## src/hdl/b2b_ram.sv

```systemverilog
// Generic single-port RAM, registered read.
// No dependencies.
`default_nettype none
module b2b_ram #(
  parameter int unsigned Width = 64,
  parameter int unsigned Depth = 16
) (
  input  wire logic                     clk_i,
  input  wire logic                     we_i,
  input  wire logic [$clog2(Depth)-1:0] addr_i,
  input  wire logic [Width-1:0]         wdata_i,
  output logic      [Width-1:0]         rdata_o
);
  logic [Width-1:0] mem_q [Depth];

  always_ff @(posedge clk_i) begin
    if (we_i) mem_q[addr_i] <= wdata_i;
    rdata_o <= mem_q[addr_i];
  end
endmodule
`default_nettype wire

```

## config.mk

```make
export PLATFORM = sky130hd
export DESIGN_NAME = b2b_ram
export DESIGN_NICKNAME = d
export VERILOG_FILES = /design/src/hdl/b2b_ram.sv
export SDC_FILE = /design/constraint.sdc
export NUM_CORES = 1
export LEC_CHECK = 0
export ABC_AREA = 0
export BUFFER_PORTS_ARGS = -buffer_cell sky130_fd_sc_hd__buf_2
export CELL_PAD_IN_SITES_DETAIL_PLACEMENT = 1
export CELL_PAD_IN_SITES_GLOBAL_PLACEMENT = 1
export CORE_MARGIN = 4
export CORE_UTILIZATION = 59
export CTS_CLUSTER_SIZE = 16
export DETAILED_ROUTE_END_ITERATION = 16
export PLACE_DENSITY_LB_ADDON = 0.1
export SYNTH_ARGS = -nofsm -noshare
export SYNTH_HDL_FRONTEND = slang
export SYNTH_SLANG_ARGS = --single-unit
```

## constraint.sdc

```tcl
create_clock -name clk_i -period 17.9 [get_ports clk_i]
set_input_delay 2.685 -clock clk_i [delete_from_list [all_inputs] [get_ports clk_i]]
set_output_delay 2.685 -clock clk_i [all_outputs]
set_load 0.03 [all_outputs]
```

==> results.sh, run 1 <==
export IMPL_ys_top_cells_by_count="1024 x edfxtp_1, 256 x mux4_2, 128 x a22oi_1"
export IMPL_synth_cell_types=18
export IMPL_syn_nets=1718
export IMPL_path_class="in2reg"
export IMPL_start_kind="input pin"
export IMPL_hold_depth=3
export IMPL_die_w_um=266.8
export IMPL_post_drt_wl_per_cell_um=33.19
export IMPL_worstHoldPathType="reg2reg"
export IMPL_drive_above_1_share_pct=31.02
export IMPL_crit_chain="buf_8, buf_12, buf_4, mux4_2, a22oi_1, nand2_1"
export IMPL_postRouteAntennaNets=0
export IMPL_grt_pass1_vias=20080
export IMPL_place_detailed_hpwl_mm=46.54
export IMPL_ir_drop_uv=82.29
export IMPL_rsz0062_at_grt="false"
export IMPL_synth_seq_cells=1088
export IMPL_p_leak_nw=14.37
export IMPL_status="complete, no violations"
export IMPL_synth_area_top_cells="edfxtp_1 78%, mux4_2 15%, dfxtp_1 3.2%"
export IMPL_end_kind="flip-flop"
export IMPL_nNetsFinal=1909
export IMPL_timing_slew_headroom_pct=24.34
export IMPL_worstPathRequired_ps=18420
export IMPL_start_util_pct=59.79
export IMPL_io_pins=134
export IMPL_clkTransAtPathRegs_ps=60
export IMPL_powerDensity_mw_per_mm2=118.9
export IMPL_critPathTopFamily="buffers and inverters"
export IMPL_r2r_cells=3
export IMPL_synth_area_leader_cell="edfxtp_1"
export IMPL_syn_area_mm2=0.03952
export IMPL_holdPathEnd="rdata_o[31]"
export IMPL_grt_overflow_total=0
export IMPL_grt_max_degree=109
export IMPL_hold_buffers=0
export IMPL_worstHoldStart="mem_q[14][31]"
export IMPL_period_minus_slack_ps=5408
export IMPL_clk_path_buf_depth=3
export IMPL_clkSinkCount=1088
export IMPL_hold_viol=0
export IMPL_die_y_um=266.8
export IMPL_post_cts_buffers=0
export IMPL_post_cts_resize_count=0
export IMPL_critPathBufInv=3
export IMPL_drv_cap=0
export IMPL_final_max_slew_violation_count=0
export IMPL_cts_root_buf="clkbuf_16"
export IMPL_fin_worst_skew_ps=16.67
export IMPL_ys_flop_type="edfxtp_1"
export IMPL_num_rows=94
export IMPL_cp_arrival_ps=5930
export IMPL_drt_total_wl_mm=92.81
export IMPL_dp_cells=2597
export IMPL_drtIter0Drc=2158
export IMPL_finalSetupViolCount=0
export IMPL_finalWorstSetupSlack_ps=12490
export IMPL_slowest_stage="buf_4"
export IMPL_r2r_end="rdata_o[45]"
export IMPL_syn2layout_area_growth_pct=13.11
export IMPL_routabilityCongestion=0.7240
export IMPL_r2r_start="mem_q[8][45]"
export IMPL_cpPeakStageDelay_ps=870
export IMPL_worst_pin_slew_ps=1135
export IMPL_final_cells=2796
export IMPL_cts_tree="built"
export IMPL_numCtsBuffers=104
export IMPL_drt_first_pass_iters=5
export IMPL_synth_warnings=0
export IMPL_synth_edff_count=1024
export IMPL_yosysMostFrequentCell="edfxtp_1"
export IMPL_cts_htree_levels=3
export IMPL_period_share_pct=30.21
export IMPL_place_ws_ps=11720
export IMPL_grt_usage_pct=26.96
export IMPL_clk_latency_ps=650
export IMPL_grt_pass1_wl_mm=138.1
export IMPL_async_reset_ff_share_pct=0
export IMPL_r2r_slack_ps=16430
export IMPL_avgViaCountPerCell=6.556
export IMPL_drc=0
export IMPL_cp_max_fo=108
export IMPL_tns_ps=0
export IMPL_ys_seq_area_share_pct=81.05
export IMPL_syn_avg_cell_area_um2=23.98
export IMPL_vias=18330
export IMPL_antenna_found_initial=9
export IMPL_max_freq_ghz=0.1849
export IMPL_io_buffers=133
export IMPL_core_mm2=0.06610
export IMPL_synthCells=1648
export IMPL_dieArea_mm2=0.07118
export IMPL_synth_top_area_share_pct=77.81
-- worst register-to-register path: cells and delay by family (launching register included) --
kind	cells	cell delay, ps
muxes	1	490
DFF	1	380
and+or+nand+nor	1	180
AOI/OAI and AO/OA	1	270
-- layout by cell type (no fill, tap or decap), types with 2 or more instances in the layout --
cell / count
nand2b_1: 2
buf_2: 131
nand3b_1: 2
mux4_2: 256
buf_8: 2
inv_6: 4
buf_4: 36
clkinv_2: 20
clkinv_1: 10
nor2_4: 13
diode_2: 4
clkinvlp_4: 6
bufinv_16: 11
clkbuf_1: 34
edfxtp_1: 1024
nor3_2: 4
clkbuf_8: 4
nand2_1: 65
nor2b_4: 2
clkbuf_16: 105
a22oi_1: 128
dfxtp_1: 64
-- layer usage --
layer | part of all wire [%] | track usage [%] | vias to the layer above
li1 | - | - | 7442
met1 | 39 | 39.12 | 9931
met2 | 51 | 44.19 | 831
met3 | 8.0 | 4.941 | 119
met4 | 1.7 | 6.111 | 8
met5 | 0.052 | 0 | -
-- state kept, by name (all words and copies together), names as in the netlist --
register / count
mem_q: 1024
rdata_o: 64
-- per-stage QoR --
stage / instance area (um2) / hold slack, ps / utilization [%] / power, mW
global placement: 41320 / 651.2 / 62.52 / 3.186
floorplan: 39520 / 634.9 / - / 3.085
global route: 44690 / 712.7 / 67.61 / 5.498
detailed placement: 41320 / 661.7 / 62.52 / 3.200
finish: 44700 / 673.8 / 67.63 / 5.316
CTS: 44690 / 680.9 / 67.61 / 5.356
-- worst max-delay path by stage --
stage / cells after the start / endpoint / slack [ps] / from
6_report: 6 / rdata_o[15] / 12490 / addr_i[0]
5_1_grt: 6 / rdata_o[15] / 12060 / addr_i[0]
4_1_cts: 6 / rdata_o[15] / 12360 / addr_i[0]
3_5_place_dp: 6 / rdata_o[10] / 11720 / addr_i[0]
3_3_place_gp: 6 / rdata_o[12] / 11770 / addr_i[0]
2_1_floorplan: 4 / mem_q[0][0] / 9720 / addr_i[1]
-- logic make-up (layout without fill, tap and decap cells) --
family | count (synthesis) | in the layout | synth area share, %
AOI/OAI and AO/OA | 128 | 128 | 2.432
muxes | 256 | 256 | 14.59
buffers and inverters | 85 | 365 | 0.9815
other | 0 | 4 | 0
and+or+nand+nor | 91 | 91 | 0.9435
DFF | 1088 | 1088 | 81.05
-- report_power, final --
part | internal, mW | switching [mW] | leakage [nW]
Combinational | 0.0976 | 0.178 | 2.95
Sequential | 2.85 | 0.0221 | 9.79
Clock | 1.26 | 0.911 | 1.64
-- area by class of cell --
type | count | area, um2
tap | 864 | 1081
sequential | 1088 | 32030
clock buffer | 143 | 2810
fill | 5063 | 21400
multi-input combinational | 475 | 7234
antenna | 4 | 10.01
clock inverter | 52 | 556.8
timing repair buffer | 170 | 975.9
Power figures use the tool's default switching activity.
==> run 2, diff against run 1 <==
--- a/config.mk
+++ b/config.mk
@@ -5,12 +5,12 @@
 export SDC_FILE = /design/constraint.sdc
 export NUM_CORES = 1
 export LEC_CHECK = 0
-export ABC_AREA = 0
+export ABC_AREA = 1
 export BUFFER_PORTS_ARGS = -buffer_cell sky130_fd_sc_hd__buf_2
 export CELL_PAD_IN_SITES_DETAIL_PLACEMENT = 1
 export CELL_PAD_IN_SITES_GLOBAL_PLACEMENT = 1
 export CORE_MARGIN = 4
-export CORE_UTILIZATION = 59
+export CORE_UTILIZATION = 50
 export CTS_CLUSTER_SIZE = 16
 export DETAILED_ROUTE_END_ITERATION = 16
 export PLACE_DENSITY_LB_ADDON = 0.1
==> constraint.sdc (replaced) <==
create_clock -name clk_i -period 5.6 [get_ports clk_i]
set_input_delay 0.84 -clock clk_i [delete_from_list [all_inputs] [get_ports clk_i]]
set_output_delay 0.84 -clock clk_i [all_outputs]
set_load 0.03 [all_outputs]
==> results.sh, run 2 <==
export IMPL_die_y_um=304.6
export IMPL_fillCellCount=9364
export IMPL_grt_max_degree=190
export IMPL_clkSinkCount=1088
export IMPL_synth_seq_cells=1088
export IMPL_largest_reg_flops=1024
export IMPL_multi_input_area_mm2=0.01056
export IMPL_dp_cells=5332
export IMPL_regMostFlops="mem_q"
export IMPL_final_cells=5549
export IMPL_routabilityCongestion=0.7247
export IMPL_worstHoldPathType="in2reg"
export IMPL_drt_first_pass_iters=7
export IMPL_drv_cap=0
export IMPL_core_mm2=0.08702
export IMPL_nNetsFinal=4364
export IMPL_dr_wl_met3_mm=5.695
export IMPL_io_buffers=133
export IMPL_r2r_cells=8
export IMPL_numCtsBuffers=115
export IMPL_synth_top_area_share_pct=69.93
export IMPL_postRouteAntennaNets=0
export IMPL_max_freq_ghz=0.3063
export IMPL_clk_latency_ps=700
export IMPL_syn2layout_area_growth_pct=12.32
export IMPL_hold_buffers=0
export IMPL_top_layer_used="met5"
export IMPL_period_share_pct=58.30
export IMPL_tns_ps=0
export IMPL_fin_worst_skew_ps=20.31
export IMPL_synthCells=4195
export IMPL_grt_overflow_total=0
export IMPL_r2r_start="mem_q[2][32]"
export IMPL_avgViaCountPerCell=5.277
export IMPL_finalSetupViolCount=0
export IMPL_die_w_um=304.6
export IMPL_antenna_found_initial=6
export IMPL_syn_area_mm2=0.04397
export IMPL_synth_warnings=0
export IMPL_drc=0
export IMPL_reg_top3="mem_q x1024, rdata_o x64"
export IMPL_r2r_slack_ps=4370
export IMPL_synth_area_leader_cell="edfxtp_1"
export IMPL_ys_flop_type="edfxtp_1"
export IMPL_status="complete, no violations"
export IMPL_drtIter0Drc=2204
export IMPL_end_kind="flip-flop"
export IMPL_post_cts_buffers=0
export IMPL_yosysMostFrequentCell="nand2_1"
export IMPL_vias=29280
export IMPL_cp_max_fo=129
export IMPL_worst_pin_slew_ps=1216
export IMPL_cts_root_buf="clkbuf_16"
export IMPL_post_cts_resize_count=0
export IMPL_final_common_cell="nand2_1"
export IMPL_clk_path_buf_depth=3
export IMPL_drive_above_1_share_pct=8.242
export IMPL_p_leak_nw=20.88
export IMPL_ys_top_cells_by_count="2754 x nand2_1, 1024 x edfxtp_1, 131 x inv_1"
export IMPL_ys_seq_area_share_pct=72.85
export IMPL_clkTransAtPathRegs_ps=60
export IMPL_start_util_pct=50.53
export IMPL_grt_pass1_vias=31260
export IMPL_synth_cell_types=11
export IMPL_drt_total_wl_mm=118.4
export IMPL_final_cell_mix="2754 x nand2_1, 1024 x edfxtp_1, 131 x inv_1, 131 x buf_2, 115 x clkbuf_16"
export IMPL_synth_edff_count=1024
export IMPL_hold_viol=0
export IMPL_ir_drop_uv=277.4
export IMPL_cts_tree="built"
export IMPL_final_max_slew_violation_count=0
export IMPL_post_drt_wl_per_cell_um=21.34
export IMPL_syn_avg_cell_area_um2=10.48
export IMPL_grt_usage_pct=25.44
export IMPL_syn_nets=4265
export IMPL_synth_area_top_cells="edfxtp_1 70%, nand2_1 24%, dfxtp_1 2.9%"
export IMPL_wl_met1_mm=51.41
export IMPL_seq_area_mm2=0.03203
export IMPL_rsz0062_at_grt="false"
export IMPL_grt_pass1_wl_mm=181.9
export IMPL_hold_depth=1
export IMPL_place_detailed_hpwl_mm=61.34
export IMPL_dieArea_mm2=0.09275
export IMPL_worstHoldStart="wdata_i[19]"
export IMPL_r2r_end="rdata_o[32]"
export IMPL_holdPathEnd="mem_q[1][19]"
export IMPL_cp_arrival_ps=3580
export IMPL_start_kind="input pin"
export IMPL_num_rows=108
export IMPL_route_met2_wl_mm=58.65
export IMPL_async_reset_ff_share_pct=0
export IMPL_cts_htree_levels=3
export IMPL_io_pins=134
export IMPL_period_minus_slack_ps=3265
export IMPL_timing_slew_headroom_pct=18.93
export IMPL_worstPathRequired_ps=5910
export IMPL_powerDensity_mw_per_mm2=356.3
export IMPL_path_class="in2reg"
==> run 2: cell types whose count changed after synthesis, sizes merged, moves of 3 or more <==
cell    delta
clkbuf     -7
nand3      +3
a22oi    -128
nor3       -4
mux4     -256
nor2       +5
nand2   +2689
buf      +118
inv      +135
==> run 2: how the worst max path moves through the flow <==
stage / startpoint / to / slack (ps) / cells after the start
final: addr_i[1] / mem_q[13][30] / 2340 / 5
after detailed placement: addr_i[0] / mem_q[14][17] / 1590 / 5
after global placement: addr_i[0] / mem_q[14][17] / 1620 / 5
after CTS: addr_i[0] / mem_q[14][16] / 2350 / 5
after floorplan: addr_i[1] / mem_q[5][0] / 860 / 6
after global routing: addr_i[0] / mem_q[14][16] / 2130 / 5
==> run 2: routing by layer <==
metal | vias to the layer above | global-route usage, %
met2 | 660 | 43.84
met5 | - | 0
met3 | 178 | 3.666
li1 | 13640 | -
met1 | 14800 | 34.44
met4 | 6 | 6.134
==> run 2: cell type report <==
class	count	share of cell area, %
antenna	2	0.01013
clock buffer	170	6.589
clock inverter	45	0.6967
inverter	135	1.067
multi-input combinational	2776	21.38
sequential	1088	64.85
tap	1155	2.926
timing repair buffer	178	2.478
==> run 2: where the power goes <==
part	switching, mW	leakage, nW	total (mW)	internal [mW]
combinational	0.892	9.33	1.16	0.272
sequential	0.0628	9.79	9.17	9.11
clock	3.16	1.77	7.26	4.11
==> run 2: critical path: stages <==
cell     delay, ps
buf_8          180
inv_8          750
nand3_1        540
nor2_4         220
buf_4          860
==> run 2: cells by family after synthesis <==
kind of cell  count (synthesis)  synth area share, %
simple gates               2776                23.71
buf+inv                     331                3.446
flops                      1088                72.85
==> run 2: metrics by stage <==
| step | setup slack [ps] | area, um2 | util [%] | total power, mW | hold slack (ps) |
|---|---|---|---|---|---|
| floorplan | 856.3 | 43970 | - | 10.04 | 642.8 |
| global placement | 1615 | 45790 | 52.61 | 10.46 | 673.6 |
| detailed placement | 1591 | 45790 | 52.61 | 10.51 | 691.2 |
| CTS | 2353 | 49380 | 56.75 | 17.74 | 479.6 |
| global route | 2131 | 49390 | 56.75 | 18.24 | 497.4 |
| finish | 2335 | 49390 | 56.75 | 17.60 | 516.7 |
