**config.mk**
```make
export PLATFORM = sky130hd
export DESIGN_NAME = b2b_gunit
export DESIGN_NICKNAME = d
export VERILOG_FILES = /design/src/hdl/b2b_pkg.sv /design/src/hdl/b2b_gunit.sv
export SDC_FILE = /design/constraint.sdc
export NUM_CORES = 1
export LEC_CHECK = 0
export ABC_CLOCK_PERIOD_IN_PS = 10400
export BUFFER_PORTS_ARGS = -buffer_cell sky130_fd_sc_hd__buf_2
export CORE_AREA = 2 2 226 228
export DETAILED_ROUTE_END_ITERATION = 8
export DIE_AREA = 0 0 228 230
export PLACE_DENSITY = 0.47
export SETUP_SLACK_MARGIN = 0.3
export SLEW_MARGIN = 5
export SYNTH_ARGS = -nofsm -noshare
export SYNTH_HDL_FRONTEND = slang
export SYNTH_SLANG_ARGS = --single-unit
```
**constraint.sdc**
```tcl
create_clock -name vclk -period 10.4
set_input_delay 1.04 -clock vclk [all_inputs]
set_output_delay 1.04 -clock vclk [all_outputs]
set_load 0.01 [all_outputs]
```
**src/hdl/b2b_pkg.sv**
```systemverilog
// BLAKE2b engine package: IV, message schedule, G-function and byte helpers.
// Used by the hash engine top level and b2b_gunit; no dependencies.
`default_nettype none
package b2b_pkg;

  localparam int unsigned RoundsDefault = 12;

  typedef logic [63:0] word_t;

  localparam word_t IvTab [8] = '{
    64'h6a09e667f3bcc908, 64'hbb67ae8584caa73b,
    64'h3c6ef372fe94f82b, 64'ha54ff53a5f1d36f1,
    64'h510e527fade682d1, 64'h9b05688c2b3e6c1f,
    64'h1f83d9abfb41bd6b, 64'h5be0cd19137e2179
  };

  localparam word_t FinalMask = ~64'h0;

  localparam logic [3:0] SigmaTab [10][16] = '{
    '{4'd0, 4'd1, 4'd2, 4'd3, 4'd4, 4'd5, 4'd6, 4'd7,
      4'd8, 4'd9, 4'd10, 4'd11, 4'd12, 4'd13, 4'd14, 4'd15},
    '{4'd14, 4'd10, 4'd4, 4'd8, 4'd9, 4'd15, 4'd13, 4'd6,
      4'd1, 4'd12, 4'd0, 4'd2, 4'd11, 4'd7, 4'd5, 4'd3},
    '{4'd11, 4'd8, 4'd12, 4'd0, 4'd5, 4'd2, 4'd15, 4'd13,
      4'd10, 4'd14, 4'd3, 4'd6, 4'd7, 4'd1, 4'd9, 4'd4},
    '{4'd7, 4'd9, 4'd3, 4'd1, 4'd13, 4'd12, 4'd11, 4'd14,
      4'd2, 4'd6, 4'd5, 4'd10, 4'd4, 4'd0, 4'd15, 4'd8},
    '{4'd9, 4'd0, 4'd5, 4'd7, 4'd2, 4'd4, 4'd10, 4'd15,
      4'd14, 4'd1, 4'd11, 4'd12, 4'd6, 4'd8, 4'd3, 4'd13},
    '{4'd2, 4'd12, 4'd6, 4'd10, 4'd0, 4'd11, 4'd8, 4'd3,
      4'd4, 4'd13, 4'd7, 4'd5, 4'd15, 4'd14, 4'd1, 4'd9},
    '{4'd12, 4'd5, 4'd1, 4'd15, 4'd14, 4'd13, 4'd4, 4'd10,
      4'd0, 4'd7, 4'd6, 4'd3, 4'd9, 4'd2, 4'd8, 4'd11},
    '{4'd13, 4'd11, 4'd7, 4'd14, 4'd12, 4'd1, 4'd3, 4'd9,
      4'd5, 4'd0, 4'd15, 4'd4, 4'd8, 4'd6, 4'd2, 4'd10},
    '{4'd6, 4'd15, 4'd14, 4'd9, 4'd11, 4'd3, 4'd0, 4'd8,
      4'd12, 4'd2, 4'd13, 4'd7, 4'd1, 4'd4, 4'd10, 4'd5},
    '{4'd10, 4'd2, 4'd8, 4'd4, 4'd7, 4'd6, 4'd1, 4'd5,
      4'd15, 4'd11, 4'd9, 4'd14, 4'd3, 4'd12, 4'd13, 4'd0}
  };

  localparam logic [1:0] CfgDigestLen = 2'd0;
  localparam logic [1:0] CfgKeyLen    = 2'd1;

  // operands of one half of G: a += b + x; d = rotr(d ^ a, r1); c += d; b = rotr(b ^ c, r2)
  typedef struct packed {
    word_t a;
    word_t b;
    word_t c;
    word_t d;
  } quad_t;

  function automatic word_t rotr(input word_t x, input int unsigned n);
    rotr = (x >> n) | (x << (64 - n));
  endfunction

  // mask keeping the low n bytes (n = 0..8)
  function automatic word_t byte_mask(input logic [3:0] n);
    word_t m;
    m = '0;
    for (int i = 0; i < 8; i++) begin
      if (4'(i) < n) m[i*8 +: 8] = 8'hff;
    end
    byte_mask = m;
  endfunction

endpackage
`default_nettype wire

```
**src/hdl/b2b_gunit.sv**
```systemverilog
// Shared half-G unit: three adds, two xors and two rotates for one G half step.
// Depends on b2b_pkg.
`default_nettype none
module b2b_gunit
  import b2b_pkg::*;
(
  input  wire quad_t      q_i,
  input  wire word_t      m_i,
  input  wire logic       second_i,
  output quad_t           q_o
);
  word_t a_n, d_n, c_n, b_n;

  always_comb begin
    a_n = q_i.a + q_i.b + m_i;
    d_n = second_i ? rotr(q_i.d ^ a_n, 16) : rotr(q_i.d ^ a_n, 32);
    c_n = q_i.c + d_n;
    b_n = second_i ? rotr(q_i.b ^ c_n, 63) : rotr(q_i.b ^ c_n, 24);
    q_o = '{a: a_n, b: b_n, c: c_n, d: d_n};
  end
endmodule
`default_nettype wire

```
==> impl_metrics.csv, run 1 <==
group,metric,value,unit
status,status,"complete, no violations",
setup_path,crit_arrival,8.79,ns
sta,fin_crit,9.83,ns
yosys,synth_area,11800,um^2
yosys,synth_top_area_cell,"ha_1",
route,drt_iter0_drc,1026,
floorplanning,die-area,52400,um^2
worst_hold_path,worstHoldPathType,"in -> out",
floorplanning,io-pin-count,577,
setup_path,crit_path_max_incr_delay,0.52,ns
global_route,antenna_found_initial,11,
placement,dp_slack,0.198,ns
route,dr.pass1.iters,7,
sta,slew_violations,0,
route,vias,15100,
yosys,synth_top_family_by_area,"compound AO/OA/AOI/OAI gates",
route,vias_per_cell,5.37,
finish,seq_cells,0,
finish,postLayoutCoreUtil,0.311,
setup_path,worst-path-buf-inv,5,
sta,relSlewSlack,0.301,
sta,period_share,0.946,
finish,final_cell_mix,"buf_2 (576), a21oi_1 (219), nor2_1 (151)",
route,wire_per_inst,30.8,um
route,drt-total-wl,86.6,mm
yosys,netlist_instances,1611,
setup_path,setup.worst_path.end_class,"primary output",
yosys,synth-xor-area-share,0.204,
setup_path,crit_type,"in -> out",
sta,whs,2.45,ns
route,drcViolationCount,0,
yosys,synth_seq_area_share,0,
floorplanning,core_area,49900,um^2
sta,setup_ws,0.566,ns
sta,setup_viol,0,
sta,setup_tns,0,ns
job,drv_cap,0,
yosys,yosysTopAreaCellShare,0.133,
finish,drive_above_1_share,0.303,
floorplanning,die-width,228,um
route,ant_nets,0,
setup_path,cp_max_fo,7,
global_route,grt_max_degree,61,
global_route,grt_pass1_vias,15200,
yosys,synth_compound_gate_area_share,0.279,
setup_path,worst_path_max_delay_cell,"ha_1",
setup_path,crit_path_frequent_cell,"inv_1",
yosys,synth_cell_types,77,
sta,rsz0062_at_grt,"true",
yosys,yosys.area_share.simple,0.189,
yosys,muxShareOfSynthArea,0.0457,
finish,final_nets,2650,
yosys,syn_avg_cell_area,7.30,um^2
floorplanning,start_util,0.236,
placement,dp_hpwl,79.7,mm
floorplanning,die_y,230,um
floorplanning,rows,82,
yosys,synth_nets,2122,
yosys,synth_fa_ha_area_frac,0.244,
finish,seqCellArea,0,um^2
finish,n_clock_buffer,0,
setup_path,critical-path-top-delay-family,"compound AO/OA/AOI/OAI gates",
global_route,grt_overflow_total,0,
placement,gp_congestion,1.07,
setup_path,start_kind,"primary input",
clock_network,postCtsHoldBufs,0,
yosys,synthTopCellsByArea,"ha_1 (13%), fa_1 (11%), xnor2_1 (11%)",
sta,clock.fmax,102,MHz
finish,layout_commonest_cell,"buf_2",
yosys,yosys_warnings,0,
sta,worstMarginPinSlew,1.05,ns
sta,final-hold-violation-count,0,
clock_network,post_cts_buffers,0,
global_route,grt.total_usage,0.315,
placement,numPortBuffers,577,
finish,syn2layout_area_growth,31.6,%
setup_path,required,9.36,ns
global_route,grt_pass1_wl,118,mm
finish,fillers,5647,
## cells by family after synthesis
group,count (synthesis)
XOR/XNOR,256
AO/OA/AOI/OAI,527
multiplexers,52
AND/OR/NAND/NOR,468
adder cells (fa/ha/maj),190
buffers and inverters,118
## cells in the mapped netlist, types with 7 or more instances
cell type / count
ha_1: 125
o211ai_1: 17
xnor3_1: 9
o21a_1: 19
buf_2: 8
or3_1: 10
and4_1: 7
o21ai_0: 55
a211oi_1: 13
and2_1: 10
inv_1: 36
xor2_1: 103
o21ai_1: 26
mux2_2: 10
nand2_1: 131
a21oi_1: 219
nor2b_1: 11
a31oi_1: 13
fa_1: 65
o21bai_1: 34
mux2i_1: 41
clkbuf_1: 66
nor3_1: 22
nand4_1: 38
xnor2_1: 142
nor2_1: 151
nand2b_1: 8
and3_1: 12
a21o_1: 68
nand3_1: 35
## final timing paths
| kind | slack (ns) | endpoint | cells past startpoint | start |
|---|---|---|---|---|
| hold / removal | 2.45 | q_o[64] | 3 | q_i[64] |
| setup / recovery | 0.57 | q_o[177] | 29 | q_i[129] |
## layer usage
metal  wire length, um  track usage
met5                74            0
met4              4490        0.135
met2             41300        0.552
met1             35900        0.387
met3              4830       0.0423
## through the flow
stage,cell area [um^2],std cells
2_1_floorplan,11800,1611
6_report,15500,2813
3_3_place_gp,15400,2809
5_1_grt,15500,2810
4_1_cts,15400,2809
3_5_place_dp,15400,2809
## layout make-up
class                      instances  area, um^2  share of cell area
timing repair buffer             607        3120               0.201
multi-input combinational       1493       11400               0.735
inverter                          37         140             0.00905
antenna                            4        10.0            0.000646
tap                              672         841              0.0543
## timing repair
item,CTS,global route
resized for setup,3,9
setup endpoints to repair,11,27
pin swaps,0,0
==> run 2: changes to the inputs <==
--- a/config.mk
+++ b/config.mk
@@ -5,12 +5,13 @@
 export SDC_FILE = /design/constraint.sdc
 export NUM_CORES = 1
 export LEC_CHECK = 0
-export ABC_CLOCK_PERIOD_IN_PS = 10400
+export ABC_CLOCK_PERIOD_IN_PS = 11700
 export BUFFER_PORTS_ARGS = -buffer_cell sky130_fd_sc_hd__buf_2
 export CORE_AREA = 2 2 226 228
 export DETAILED_ROUTE_END_ITERATION = 8
 export DIE_AREA = 0 0 228 230
 export PLACE_DENSITY = 0.47
+export REMOVE_ABC_BUFFERS = 1
 export SETUP_SLACK_MARGIN = 0.3
 export SLEW_MARGIN = 5
 export SYNTH_ARGS = -nofsm -noshare
==> constraint.sdc (replaced) <==
create_clock -name vclk -period 11.7
set_input_delay 1.17 -clock vclk [all_inputs]
set_output_delay 1.17 -clock vclk [all_outputs]
set_load 0.01 [all_outputs]
==> run 2 against run 1 <==
Clock-buffer cell count is the same. Non-clock buffer count shrank 26. First-iteration DRC count grew 17%. Critical path depth is the same. Die area is the same.
==> impl_metrics.csv, run 2 (same netlist as run 1, synthesis figures left out) <==
group,metric,value,unit
route,ant_nets,0,
finish,final_cell_mix,"buf_2 (576), a21oi_1 (219), nor2_1 (151)",
finish,seq_cells,0,
finish,n_clock_buffer,0,
global_route,grt_pass1_vias,15000,
global_route,grt.total_usage,0.305,
setup_path,cp_max_fo,7,
setup_path,crit_type,"in -> out",
sta,rsz0062_at_grt,"false",
clock_network,post_cts_buffers,0,
power_and_ir_drop,power,0.00509,W
finish,fillers,5628,
route,vias_per_cell,5.36,
floorplanning,start_util,0.236,
setup_path,setup.worst_path.end_class,"primary output",
floorplanning,core_area,49900,um^2
placement,numPortBuffers,577,
floorplanning,io-pin-count,577,
sta,setup_tns,0,ns
route,vias,14900,
power_and_ir_drop,power_frac_seq,0,
sta,fin_crit,10.81,ns
route,drcViolationCount,0,
power_and_ir_drop,p_int,0.00162,W
setup_path,crit_path_frequent_cell,"xnor2_1",
route,dr.pass1.iters,5,
finish,layout_commonest_cell,"buf_2",
floorplanning,die-area,52400,um^2
sta,worstMarginPinSlew,1.22,ns
sta,setup_viol,0,
floorplanning,die-width,228,um
power_and_ir_drop,power.static_leakage,7.23,nW
route,wire_per_inst,30.2,um
status,status,"complete, no violations",
setup_path,startpoint,"q_i[129]",
finish,syn2layout_area_growth,29.3,%
global_route,grt_max_degree,67,
global_route,grt_overflow_total,0,
finish,final_nets,2624,
clock_network,cts_resized,0,
setup_path,required,10.53,ns
finish,seqCellArea,0,um^2
power_and_ir_drop,power.share.switching,0.682,
route,drt-total-wl,84.1,mm
placement,placed_cells,2783,
floorplanning,rows,82,
sta,relSlewSlack,0.181,
setup_path,crit_arrival,9.64,ns
power_and_ir_drop,p_clk_frac,0,
power_and_ir_drop,p_sw,0.00348,W
sta,period_share,0.924,
clock_network,postCtsHoldBufs,0,
sta,slew_violations,0,
setup_path,worst_path_max_delay_cell,"a211oi_1",
floorplanning,die_y,230,um
job,drv_cap,0,
finish,drive_above_1_share,0.288,
sta,final-hold-violation-count,0,
placement,dp_hpwl,77.5,mm
power_and_ir_drop,powerDensity,335,nW/um^2
global_route,antenna_found_initial,4,
route,drt_iter0_drc,1204,
finish,multi_input_area,11300,um^2
sta,clock.fmax,92.5,MHz
placement,gp_congestion,1.04,
global_route,grt_pass1_wl,114,mm
setup_path,cp-endpoint,"q_o[188]",
setup_path,start_kind,"primary input",
power_and_ir_drop,vdd_drop_max,151,uV
finish,layout.cells.non_filler,2784,
setup_path,crit_path_max_incr_delay,0.70,ns
worst_hold_path,worstHoldPathType,"in -> out",
power_and_ir_drop,pwr-share-comb,1.000,
==> run 2: cell count changes in the layout (fill, tap and decap cells not counted), moves of 2 or more <==
cell and change:
xnor2_1 +5, xnor2_2 -5, a311oi_1 +2, o31ai_2 -2, buf_4 -26, a311oi_2 -2
diode_2 -3, o31ai_1 +2
==> run 2: worst min path at each step <==
stage / start / to / slack [ns] / cells past startpoint
3_5_place_dp: m_i[0] / q_o[192] / 2.74 / 3
5_1_grt: m_i[0] / q_o[192] / 2.76 / 3
6_report: m_i[0] / q_o[192] / 2.74 / 3
3_3_place_gp: m_i[0] / q_o[192] / 2.74 / 3
2_1_floorplan: second_i / q_o[131] / 2.42 / 1
4_1_cts: m_i[0] / q_o[192] / 2.74 / 3
==> run 2: area by class of cell <==
type | count | share of cell area
Antenna cell | 1 | 0.000165
Inverter | 37 | 0.00921
Multi-Input combinational cell | 1493 | 0.743
Tap cell | 672 | 0.0553
Timing Repair Buffer | 581 | 0.192
==> run 2: layer usage <==
layer / routed length (um) / vias up / GRT usage
met3: 5620 / 100 / 0.0430
met5: 11 / - / 0
met1: 34500 / 7140 / 0.379
li1: - / 6852 / -
met4: 4070 / 2 / 0.123
met2: 39900 / 839 / 0.530
==> run 2: critical path, delay by kind of cell <==
family                     cells  cell delay, ns
AOI/OAI and AO/OA              8            2.16
adders and majority gates      4            1.68
xor gates and xnor gates       4            1.87
muxes                          1            0.26
buffers and inverters          5            0.47
and+or+nand+nor                7            1.99
==> run 2: metrics by stage <==
stage          area, um^2  worst slack (ns)  hold WS, ns  utilization
6_report            15200             0.892         2.74        0.305
5_1_grt             15200             0.505         2.76        0.305
4_1_cts             15200              1.08         2.74        0.305
3_5_place_dp        15200              1.13         2.74        0.305
3_3_place_gp        15200              1.13         2.74        0.305
2_1_floorplan       11400              3.30         2.42            -
==> run 2: power by group through the flow <==
stage | clock network [W] | registers (W) | logic, W
3_5_place_dp | 0 | 0 | 0.00506
5_1_grt | 0 | 0 | 0.00538
2_1_floorplan | 0 | 0 | 0.00261
6_report | 0.0000000000114 | 0 | 0.00509
3_3_place_gp | 0 | 0 | 0.00512
4_1_cts | 0 | 0 | 0.00509
Note: power is estimated with default switching activity, not from simulation.
